File: src/rtl/core/tsmx_pkg.sv
`timescale 1ns / 1ps

package tsmx_pkg;

    // Input function codes
    localparam logic [1:0] FUNC_TICK  = 2'd0;
    localparam logic [1:0] FUNC_WRITE = 2'd1;
    localparam logic [1:0] FUNC_FADE  = 2'd2;

    // Configuration register indexes
    localparam logic [1:0] CFG_ANODE_ON    = 2'd0;
    localparam logic [1:0] CFG_CATHODE_OFF = 2'd1;
    localparam logic [1:0] CFG_BLANK       = 2'd2;

    // Reset values of the tick registers
    localparam logic [7:0] ANODE_ON_RST    = 8'd40;
    localparam logic [7:0] CATHODE_OFF_RST = 8'd8;
    localparam logic [7:0] BLANK_RST       = 8'd4;

    // Scan phase codes
    localparam logic [2:0] PH_SELECT = 3'd0;
    localparam logic [2:0] PH_ENABLE = 3'd1;
    localparam logic [2:0] PH_HOLD   = 3'd2;
    localparam logic [2:0] PH_COFF   = 3'd3;
    localparam logic [2:0] PH_BLANK  = 3'd4;

    typedef struct packed {
        logic [3:0] new_digit;
        logic [3:0] old_digit;
    } digit_pair_t;

    typedef struct packed {
        logic        en;
        logic [2:0]  addr;
        digit_pair_t data;
    } store_wr_t;

    typedef struct packed {
        logic       anode_on;
        logic [2:0] anode_index;
        logic       cathode_on;
        logic [3:0] cathode_digit;
    } result_t;

endpackage

File: src/rtl/core/tsmx_digit_store.sv
`timescale 1ns / 1ps

// Digit pair memory, one entry per position. Registered read; a write to the
// address being read in the same cycle is forwarded.
module tsmx_digit_store #(
    parameter int DIGITS = 6
) (
    input  logic                  clk,
    input  logic                  rst_n,
    input  tsmx_pkg::store_wr_t   wr,
    input  logic [2:0]            rd_addr,
    output tsmx_pkg::digit_pair_t rd_data
);

    localparam int AW = (DIGITS > 1) ? $clog2(DIGITS) : 1;

    tsmx_pkg::digit_pair_t mem [DIGITS];
    tsmx_pkg::digit_pair_t rd_q_reg;
    tsmx_pkg::digit_pair_t fwd_reg;
    logic [DIGITS-1:0]     valid_reg;
    logic                  rd_vld_reg;
    logic                  hit_reg;

    // Payload: memory array, read data and forwarded data
    always_ff @(posedge clk)
    begin
        if (wr.en)
        begin
            mem[wr.addr[AW-1:0]] <= wr.data;
        end
        rd_q_reg <= mem[rd_addr[AW-1:0]];
        fwd_reg  <= wr.data;
    end

    // Valid bits stand in for the all-zero reset of the array
    always_ff @(posedge clk or negedge rst_n)
    begin
        if (!rst_n)
        begin
            valid_reg  <= '0;
            rd_vld_reg <= 1'b0;
            hit_reg    <= 1'b0;
        end
        else
        begin
            if (wr.en)
            begin
                valid_reg[wr.addr[AW-1:0]] <= 1'b1;
            end
            rd_vld_reg <= valid_reg[rd_addr[AW-1:0]];
            hit_reg    <= wr.en && (wr.addr == rd_addr);
        end
    end

    always_comb
    begin
        if (hit_reg)
        begin
            rd_data = fwd_reg;
        end
        else if (rd_vld_reg)
        begin
            rd_data = rd_q_reg;
        end
        else
        begin
            rd_data = '0;
        end
    end

endmodule

File: src/rtl/core/tsmx_out_buf.sv
`timescale 1ns / 1ps

// Two-entry output buffer: head register plus skid register.
module tsmx_out_buf (
    input  logic                clk,
    input  logic                rst_n,
    input  logic                push,
    input  tsmx_pkg::result_t   push_data,
    output logic                full,
    output logic                out_valid,
    input  logic                out_stall,
    output tsmx_pkg::result_t   out_data
);

    tsmx_pkg::result_t head_reg;
    tsmx_pkg::result_t skid_reg;
    logic              head_vld_reg;
    logic              skid_vld_reg;
    logic              pop;

    assign pop       = head_vld_reg && !out_stall;
    assign full      = skid_vld_reg;
    assign out_valid = head_vld_reg;
    assign out_data  = head_reg;

    always_ff @(posedge clk or negedge rst_n)
    begin
        if (!rst_n)
        begin
            head_vld_reg <= 1'b0;
            skid_vld_reg <= 1'b0;
        end
        else
        begin
            priority if (skid_vld_reg)
            begin
                if (pop)
                begin
                    skid_vld_reg <= 1'b0;
                end
            end
            else if (head_vld_reg)
            begin
                if (!pop && push)
                begin
                    skid_vld_reg <= 1'b1;
                end
                else if (pop && !push)
                begin
                    head_vld_reg <= 1'b0;
                end
            end
            else
            begin
                head_vld_reg <= push;
            end
        end
    end

    always_ff @(posedge clk)
    begin
        priority if (skid_vld_reg)
        begin
            if (pop)
            begin
                head_reg <= skid_reg;
            end
        end
        else if (head_vld_reg)
        begin
            if (!pop && push)
            begin
                skid_reg <= push_data;
            end
            else if (pop && push)
            begin
                head_reg <= push_data;
            end
        end
        else if (push)
        begin
            head_reg <= push_data;
        end
    end

endmodule

File: src/rtl/core/tube_scan_multiplexer_crossfade_top.sv
`timescale 1ns / 1ps

// Channel  Handshake              Payload
// input    in_valid / in_stall    func, position, new_digit, old_digit, fade_level
// output   out_valid / out_stall  anode_on, anode_index, cathode_on, cathode_digit
// config   cfg_we                 cfg_index, cfg_data
//
// One transaction per clock cycle while in_stall is low: the phase update is
// one register-to-register step, and its result is buffered on accept.
// in_stall rises only when both the output head and skid registers are full.
// Reset (rst_n, async low) restores the tick registers and scan state; digit
// memory entries read as zero until written, tracked by valid bits.
// The pair for the next scanned position is prefetched, with writes forwarded.
module tube_scan_multiplexer_crossfade_top #(
    parameter int DIGITS = 6
) (
    input  logic       clk,
    input  logic       rst_n,
    // input channel
    input  logic       in_valid,
    output logic       in_stall,
    input  logic [1:0] func,
    input  logic [2:0] position,
    input  logic [3:0] new_digit,
    input  logic [3:0] old_digit,
    input  logic [7:0] fade_level,
    // output channel
    output logic       out_valid,
    input  logic       out_stall,
    output logic       anode_on,
    output logic [2:0] anode_index,
    output logic       cathode_on,
    output logic [3:0] cathode_digit,
    // configuration
    input  logic       cfg_we,
    input  logic [1:0] cfg_index,
    input  logic [7:0] cfg_data
);

    // Configuration registers
    logic [7:0] anode_on_ticks_reg;
    logic [7:0] cathode_off_ticks_reg;
    logic [7:0] blank_ticks_reg;

    // Scan state
    logic [2:0] phase_reg,       phase_next;
    logic [2:0] pos_reg,         pos_next;
    logic [3:0] lit_reg,         lit_next;
    logic [3:0] pend_reg,        pend_next;
    logic [7:0] lit_ticks_reg,   lit_ticks_next;
    logic [7:0] second_reg,      second_next;
    logic [7:0] cnt_reg,         cnt_next;
    logic       show_old_reg,    show_old_next;
    logic [7:0] fade_reg,        fade_next;
    logic       anode_reg,       anode_next;
    logic       cathode_reg,     cathode_next;

    logic                  accept;
    logic                  tick;
    logic                  full_buf;
    logic [7:0]            full_ticks;
    logic [7:0]            cnt_dec;
    logic                  cnt_zero;
    tsmx_pkg::store_wr_t   store_wr;
    tsmx_pkg::digit_pair_t entry;
    tsmx_pkg::result_t     result;
    tsmx_pkg::result_t     out_data;

    assign in_stall = full_buf;
    assign accept   = in_valid && !full_buf;
    assign tick     = accept && (func == tsmx_pkg::FUNC_TICK);

    // A zero tick register acts as one
    assign full_ticks = (anode_on_ticks_reg == 8'd0) ? 8'd1 : anode_on_ticks_reg;
    assign cnt_dec    = cnt_reg - 8'd1;
    assign cnt_zero   = (cnt_dec == 8'd0);

    // Digit pair write: drop positions past the last digit
    assign store_wr.en   = accept && (func == tsmx_pkg::FUNC_WRITE)
                           && ({1'b0, position} < 4'(DIGITS));
    assign store_wr.addr = position;
    assign store_wr.data = '{new_digit: new_digit, old_digit: old_digit};

    // Read the entry of the position the scan will sit on next cycle
    tsmx_digit_store #(
        .DIGITS (DIGITS)
    ) u_store (
        .clk     (clk),
        .rst_n   (rst_n),
        .wr      (store_wr),
        .rd_addr (pos_next),
        .rd_data (entry)
    );

    always_comb
    begin
        phase_next     = phase_reg;
        pos_next       = pos_reg;
        lit_next       = lit_reg;
        pend_next      = pend_reg;
        lit_ticks_next = lit_ticks_reg;
        second_next    = second_reg;
        cnt_next       = cnt_reg;
        show_old_next  = show_old_reg;
        fade_next      = fade_reg;
        anode_next     = anode_reg;
        cathode_next   = cathode_reg;

        if (accept && (func == tsmx_pkg::FUNC_FADE))
        begin
            fade_next = fade_level;
        end

        if (tick)
        begin
            unique case (phase_reg)
                tsmx_pkg::PH_ENABLE:
                begin
                    anode_next = 1'b1;
                    cnt_next   = (lit_ticks_reg == 8'd0) ? 8'd1 : lit_ticks_reg;
                    phase_next = tsmx_pkg::PH_HOLD;
                end
                tsmx_pkg::PH_HOLD:
                begin
                    cnt_next = cnt_dec;
                    if (cnt_zero)
                    begin
                        anode_next = 1'b0;
                        cnt_next   = (cathode_off_ticks_reg == 8'd0)
                                     ? 8'd1 : cathode_off_ticks_reg;
                        phase_next = tsmx_pkg::PH_COFF;
                    end
                end
                tsmx_pkg::PH_COFF:
                begin
                    cnt_next = cnt_dec;
                    if (cnt_zero)
                    begin
                        // Second half of a cross-fade: switch to the new digit
                        if (show_old_reg && (second_reg != 8'd0))
                        begin
                            lit_next       = pend_reg;
                            lit_ticks_next = second_reg;
                            show_old_next  = 1'b0;
                            cathode_next   = 1'b1;
                            phase_next     = tsmx_pkg::PH_ENABLE;
                        end
                        else
                        begin
                            cathode_next = 1'b0;
                            cnt_next     = (blank_ticks_reg == 8'd0)
                                           ? 8'd1 : blank_ticks_reg;
                            phase_next   = tsmx_pkg::PH_BLANK;
                        end
                    end
                end
                tsmx_pkg::PH_BLANK:
                begin
                    cnt_next = cnt_dec;
                    if (cnt_zero)
                    begin
                        pos_next   = (pos_reg == 3'(DIGITS - 1)) ? 3'd0 : pos_reg + 3'd1;
                        phase_next = tsmx_pkg::PH_SELECT;
                    end
                end
                default:
                begin
                    // Select cathode: split the on-time while a fade is running
                    if ((fade_reg >= full_ticks) || (entry.old_digit == entry.new_digit))
                    begin
                        lit_next       = entry.new_digit;
                        lit_ticks_next = full_ticks;
                        second_next    = 8'd0;
                        show_old_next  = 1'b0;
                    end
                    else
                    begin
                        lit_next       = entry.old_digit;
                        second_next    = fade_reg;
                        lit_ticks_next = full_ticks - fade_reg;
                        show_old_next  = 1'b1;
                    end
                    pend_next    = entry.new_digit;
                    cathode_next = 1'b1;
                    phase_next   = tsmx_pkg::PH_ENABLE;
                end
            endcase
        end
    end

    always_ff @(posedge clk or negedge rst_n)
    begin
        if (!rst_n)
        begin
            anode_on_ticks_reg    <= tsmx_pkg::ANODE_ON_RST;
            cathode_off_ticks_reg <= tsmx_pkg::CATHODE_OFF_RST;
            blank_ticks_reg       <= tsmx_pkg::BLANK_RST;
            phase_reg             <= tsmx_pkg::PH_SELECT;
            pos_reg               <= 3'd0;
            lit_reg               <= 4'd0;
            pend_reg              <= 4'd0;
            lit_ticks_reg         <= tsmx_pkg::ANODE_ON_RST;
            second_reg            <= 8'd0;
            cnt_reg               <= 8'd0;
            show_old_reg          <= 1'b0;
            fade_reg              <= tsmx_pkg::ANODE_ON_RST;
            anode_reg             <= 1'b0;
            cathode_reg           <= 1'b0;
        end
        else
        begin
            // Config writes past the register list are dropped
            if (cfg_we)
            begin
                unique case (cfg_index)
                    tsmx_pkg::CFG_ANODE_ON:    anode_on_ticks_reg    <= cfg_data;
                    tsmx_pkg::CFG_CATHODE_OFF: cathode_off_ticks_reg <= cfg_data;
                    tsmx_pkg::CFG_BLANK:       blank_ticks_reg       <= cfg_data;
                    default:                   ;
                endcase
            end
            phase_reg     <= phase_next;
            pos_reg       <= pos_next;
            lit_reg       <= lit_next;
            pend_reg      <= pend_next;
            lit_ticks_reg <= lit_ticks_next;
            second_reg    <= second_next;
            cnt_reg       <= cnt_next;
            show_old_reg  <= show_old_next;
            fade_reg      <= fade_next;
            anode_reg     <= anode_next;
            cathode_reg   <= cathode_next;
        end
    end

    // Every transaction reports the drive state after its update
    assign result.anode_on      = anode_next;
    assign result.anode_index   = pos_next;
    assign result.cathode_on    = cathode_next;
    assign result.cathode_digit = lit_next;

    tsmx_out_buf u_out_buf (
        .clk       (clk),
        .rst_n     (rst_n),
        .push      (accept),
        .push_data (result),
        .full      (full_buf),
        .out_valid (out_valid),
        .out_stall (out_stall),
        .out_data  (out_data)
    );

    assign anode_on      = out_data.anode_on;
    assign anode_index   = out_data.anode_index;
    assign cathode_on    = out_data.cathode_on;
    assign cathode_digit = out_data.cathode_digit;

endmodule

File: config.mk
export PLATFORM = sky130hd
export DESIGN_NAME = tube_scan_multiplexer_crossfade_top
export DESIGN_NICKNAME = d
export VERILOG_FILES = /design/src/rtl/core/tsmx_pkg.sv /design/src/rtl/core/tsmx_digit_store.sv /design/src/rtl/core/tsmx_out_buf.sv /design/src/rtl/core/tube_scan_multiplexer_crossfade_top.sv
export SDC_FILE = /design/constraint.sdc
export NUM_CORES = 1
export LEC_CHECK = 0
export BUFFER_PORTS_ARGS = -buffer_cell sky130_fd_sc_hd__buf_2
export CORE_ASPECT_RATIO = 1.5
export CORE_MARGIN = 2
export CORE_UTILIZATION = 50
export DETAILED_ROUTE_END_ITERATION = 16
export HOLD_SLACK_MARGIN = 0.05
export MAX_ROUTING_LAYER = met4
export PLACE_DENSITY = 0.73
export RECOVER_POWER = 50
export SYNTH_ARGS = -nofsm -noshare
export SYNTH_HDL_FRONTEND = slang
export SYNTH_SLANG_ARGS = --single-unit
File: constraint.sdc
create_clock -name clk -period 3.4 [get_ports clk]
set_clock_uncertainty 0.15 [all_clocks]
set_input_delay 0.34 -clock clk [delete_from_list [all_inputs] [get_ports clk]]
set_output_delay 0.34 -clock clk [all_outputs]
set_load 0.02 [all_outputs]
==> metrics.md <==
| Metric | Value |
|---|---|
| Number of vias per cell after detailed routing | roughly 6.0 |
| Power Total | roughly 7.0 mW |
| Worst voltage drop across the vdd grid | between 300 and 400 uV |
| DRT Wirelength | a little over 20000 um |
| Startpoint of the worst hold path | cfg_data[6] |
| Number of sinks on the clock net | about 170 |
| Reg-to-reg setup timing slack | 0.13 ns |
| Setup-violating endpoint count in the final report | 0 |
| Reg2Reg Launch Point | cnt_reg[1]$_DFFE_PN0P_ |
| Register bit count reported by yosys | about 170 |
| Post-detailed-route wirelength per cell | between 20 and 25 um |
| Pin count of the biggest net entering global routing | 84 |
| Root buffer cell | sky130_fd_sc_hd__clkbuf_16 |
| TritonCTS clock tree | yes |
| Utilization of the core after routing | 0.599 |
| Starting Density | 0.507 |
| Number of H-tree levels | 4 |
| Arrival time at the worst endpoint | 3.42 ns |
| Sequential cell area | between 4000 and 5000 um^2 |
| Antenna diode count | 0 |
| Warnings, synthesis | 0 |
| TritonCTS Buffers | 17 |
| Final Wtd Congestion | approximately 1 |
| Worst-case setup slack after placement | -0.0137 ns |
| Post-DP Area | 8470 um^2 |
| Pwr/cell area | around 750 nW/um^2 |
| Category of the most critical setup path | flop to flop |
| Number of nets in the finished design | around 800 |
| Number of cells produced by synthesis | 679 |
| Number of failing hold endpoints at the final stage | 0 |
| Area of the core | 15600 um^2 |
| CTS Buffer Depth | 2 |
| Number of top-level pins | 47 |
| Critical path cell sequence | inv_1 -> ha_1 -> or4b_4 -> nor4b_2 -> o311ai_1 -> or3_4 -> o21ai_0 -> a21oi_1 -> o41ai_2 |
| Final HPWL from detailed placement | 14500 um |
| RSZ-0062 raised after global routing | yes |
| Number of enable flip-flop cells after synthesis | 66 |
| Capture instance of the worst register-to-register path | cnt_reg[1]$_DFFE_PN0P_ |
| Area used by multi-input combinational logic | approximately 3300 um^2 |
| Via count of the first global-routing pass | 6313 |
| Sink of the worst hold path | blank_ticks_reg[6]$_DFFE_PN0P_ |
| Number of nets produced by synthesis | 726 |
| Total routed wire length on the met1 layer | just over 7000 um |
| Mapped Area | 7890 um^2 |
| Bufs and invs on worst path | 1 |
| Final period utilization | 0.963 |
| Worst path slowest cell | sky130_fd_sc_hd__or4b_4 |
| Failing checks | capacitance limit, slew limit |
| Mean cell area of the mapped netlist | between 10 and 15 um^2 |
| Detail Route met3 WL | a little under 600 um |
| DRC violations left | 0 |
| Slew at the pin closest to its max-slew limit | about 2.1 ns |
| Overall routing resource usage | 0.257 |
| Total Die Area | around 17000 um^2 |
| Static leakage | ~3.6 nW |
| Max FFs per register | 48 |
| Detailed route wirelength on metal2 | roughly 11000 um |
| Floorplan die height | between 150 and 200 um |
| Number of stages on the worst hold path | 2 |
| Remaining max-slew budget at the tightest pin | -0.382 |
| DP Cell Count | between 900 and 1000 |
| First-iteration detailed-routing DRC count | between 300 and 400 |
| Ratio of cells with drive above 1 in the final layout | 0.197 |
| Remaining antenna violation count after routing | 0 |
| Final Non-Filler Cells | a little under 1000 |
| Tightest Hold Check Type | input pin to flop |
| Setup WS post-layout | roughly 0.13 ns |
| Slowest Stage Delay on Critical Path | roughly 0.51 ns |
| Result of the run | finished, violations left |
| Upper clock frequency limit | between 0.3 and 0.4 GHz |
| Number of slew-limit violations in the final report | 84 |
| Max cap viols | 1 |
| Largest driver fanout on the critical path | 6 |
| Nature of the critical path endpoint | flop |
| Port Buffer Count | 46 |
| Total grt overflow | 0 |
| Total number of placement rows | 56 |
| Clock insertion delay at the later pin of the skew report | 0.42 ns |
| Detailed Routing Iterations Pass 1 | 4 |
| Post-layout instance area | 9310 um^2 |
| Topmost layer with routed signal wires | met4 |
| Vias post-DR | 5870 |
| Path depth of the worst reg2reg path | 9 |
| Proportion of synthesized chip area in sequential cells | 0.556 |
| First-pass GRT wire length | approximately 32000 um |
| Required arrival time at the worst endpoint | 3.55 ns |
| Clock-pin slew on the worst setup and hold paths | roughly 0.060 ns |
| Final critical-path required period | ~3.3 ns |
| Most frequently used flop master after synthesis | sky130_fd_sc_hd__dfrtp_1 |
| Share of synthesized registers carrying an async set or reset | 0.503 |
| Filler cell count in the final layout | ~1300 |
| Initial antenna violation count | 0 |
| Die W | around 110 um |
| Largest delay contributor family on the critical path | simple AND/OR/NAND/NOR gates |
| Number of unique standard cell types used by synthesis | 73 |
| Area delta synth->final | 18.0% |
| Critical path launch point type | flop |
## layout by cell type, fill, tap and decap left out, drive strengths merged, types with 13 or more instances in the layout
master | Yosys | layout
o21ai | 35 | 35
dfrtp | 75 | 75
a21oi | 32 | 32
nor3 | 14 | 14
nor2 | 37 | 37
mux2i | 33 | 33
o22ai | 29 | 29
clkbuf | 25 | 52
inv | 16 | 22
mux2 | 40 | 40
nand2 | 53 | 53
buf | 10 | 45
a221oi | 13 | 13
dlygate4sd3 | 0 | 24
edfxtp | 66 | 66
dfxtp | 16 | 16
## stage by stage
step | setup TNS (ns) | hold slack [ns]
after floorplan | 0 | -0.106
after global placement | 0 | 0.299
after detailed placement | -0.0264 | 0.305
after CTS | 0 | 0.0513
after global routing | -0.0291 | 0.0542
final | 0 | 0.0568
## routing by layer
layer	vias up	GRT usage
met5	-	-
met4	0	0.156
met2	180	0.475
met3	72	0.0436
met1	2890	0.249
li1	2728	-
## cell type report
cell class              instances  area share
flip-flops and latches        165       0.471
clock inverters                11      0.0116
well taps                     203      0.0273
multi-input cells             463       0.356
inverters                      16     0.00645
repair buffers                100      0.0728
clock buffers                  21      0.0540
## cell usage after synthesis, types with 4 or more instances
cell | instances | area (um^2)
sky130_fd_sc_hd__nand3_1 | 8 | 40.0
sky130_fd_sc_hd__o21a_1 | 4 | 30.0
sky130_fd_sc_hd__dfxtp_1 | 16 | 320
sky130_fd_sc_hd__nor2b_1 | 6 | 37.5
sky130_fd_sc_hd__buf_1 | 4 | 15.0
sky130_fd_sc_hd__a221oi_2 | 6 | 90.1
sky130_fd_sc_hd__a221oi_1 | 7 | 61.3
sky130_fd_sc_hd__or3_1 | 6 | 37.5
sky130_fd_sc_hd__o31ai_1 | 11 | 82.6
sky130_fd_sc_hd__a31oi_1 | 8 | 50.1
sky130_fd_sc_hd__and2_1 | 9 | 56.3
sky130_fd_sc_hd__a211oi_1 | 5 | 37.5
sky130_fd_sc_hd__o22ai_1 | 29 | 181
sky130_fd_sc_hd__xnor2_1 | 10 | 87.6
sky130_fd_sc_hd__nand2_1 | 53 | 199
sky130_fd_sc_hd__or2_2 | 7 | 43.8
sky130_fd_sc_hd__nand2b_1 | 8 | 50.1
sky130_fd_sc_hd__edfxtp_1 | 66 | 1980
sky130_fd_sc_hd__ha_1 | 10 | 125
sky130_fd_sc_hd__o21ai_0 | 34 | 170
sky130_fd_sc_hd__a22oi_1 | 10 | 75.1
sky130_fd_sc_hd__inv_1 | 16 | 60.1
sky130_fd_sc_hd__dfrtp_1 | 75 | 1880
sky130_fd_sc_hd__nor2_1 | 37 | 139
sky130_fd_sc_hd__mux2_2 | 39 | 439
sky130_fd_sc_hd__xor2_1 | 9 | 78.8
sky130_fd_sc_hd__clkbuf_1 | 25 | 93.8
sky130_fd_sc_hd__a21o_1 | 4 | 30.0
sky130_fd_sc_hd__dfstp_2 | 8 | 210
sky130_fd_sc_hd__nor4_1 | 7 | 43.8
sky130_fd_sc_hd__a211o_1 | 4 | 35.0
sky130_fd_sc_hd__mux2i_1 | 33 | 330
sky130_fd_sc_hd__a21oi_1 | 32 | 160
sky130_fd_sc_hd__nor3_1 | 14 | 70.1
## where the power goes
| part | internal, mW | leakage, nW | total [mW] | switching, mW |
|---|---|---|---|---|
| Clock | 1.15 | 0.302 | 1.96 | 0.808 |
| Sequential | 2.51 | 1.76 | 2.86 | 0.351 |
| Combinational | 0.909 | 1.58 | 2.20 | 1.29 |
| Total | 4.57 | 3.64 | 7.02 | 2.45 |
## worst max path at each step
stage                                            from                               to  cells past startpoint  slack (ns)
CTS                            cnt_reg[1]$_DFFE_PN0P_           cnt_reg[1]$_DFFE_PN0P_                      9        0.08
global placement    anode_on_ticks_reg[5]$_DFFE_PN1P_     lit_ticks_reg[1]$_DFFE_PN0P_                     13         0.1
finish                         cnt_reg[1]$_DFFE_PN0P_           cnt_reg[1]$_DFFE_PN0P_                      9        0.13
detailed placement  anode_on_ticks_reg[3]$_DFFE_PN1P_     lit_ticks_reg[1]$_DFFE_PN0P_                     13       -0.01
floorplan           anode_on_ticks_reg[3]$_DFFE_PN1P_  u_out_buf.out_data[0]$_DFFE_PP_                     13        0.25
global route        anode_on_ticks_reg[5]$_DFFE_PN1P_     lit_ticks_reg[4]$_DFFE_PN0P_                     13       -0.02
## logic make-up after synthesis
group                    after synthesis  share of synthesized area
multiplexers                          73                     0.0990
XOR/XNOR                              20                     0.0246
AO/OA/AOI/OAI                        180                      0.155
buffers and inverters                 51                     0.0279
AND/OR/NAND/NOR                      179                      0.118
adder cells (fa/ha/maj)               11                     0.0184
flip-flops                           165                      0.556
## what timing repair did
item / CTS / global route
endpoints found under the setup margin: 4 / 16
gates resized for setup: 1 / 6
hold endpoints to repair: 118 / 1
hold buffers: 23 / 1
buffers inserted: 0 / 0
(Power assumes the default switching activity.)
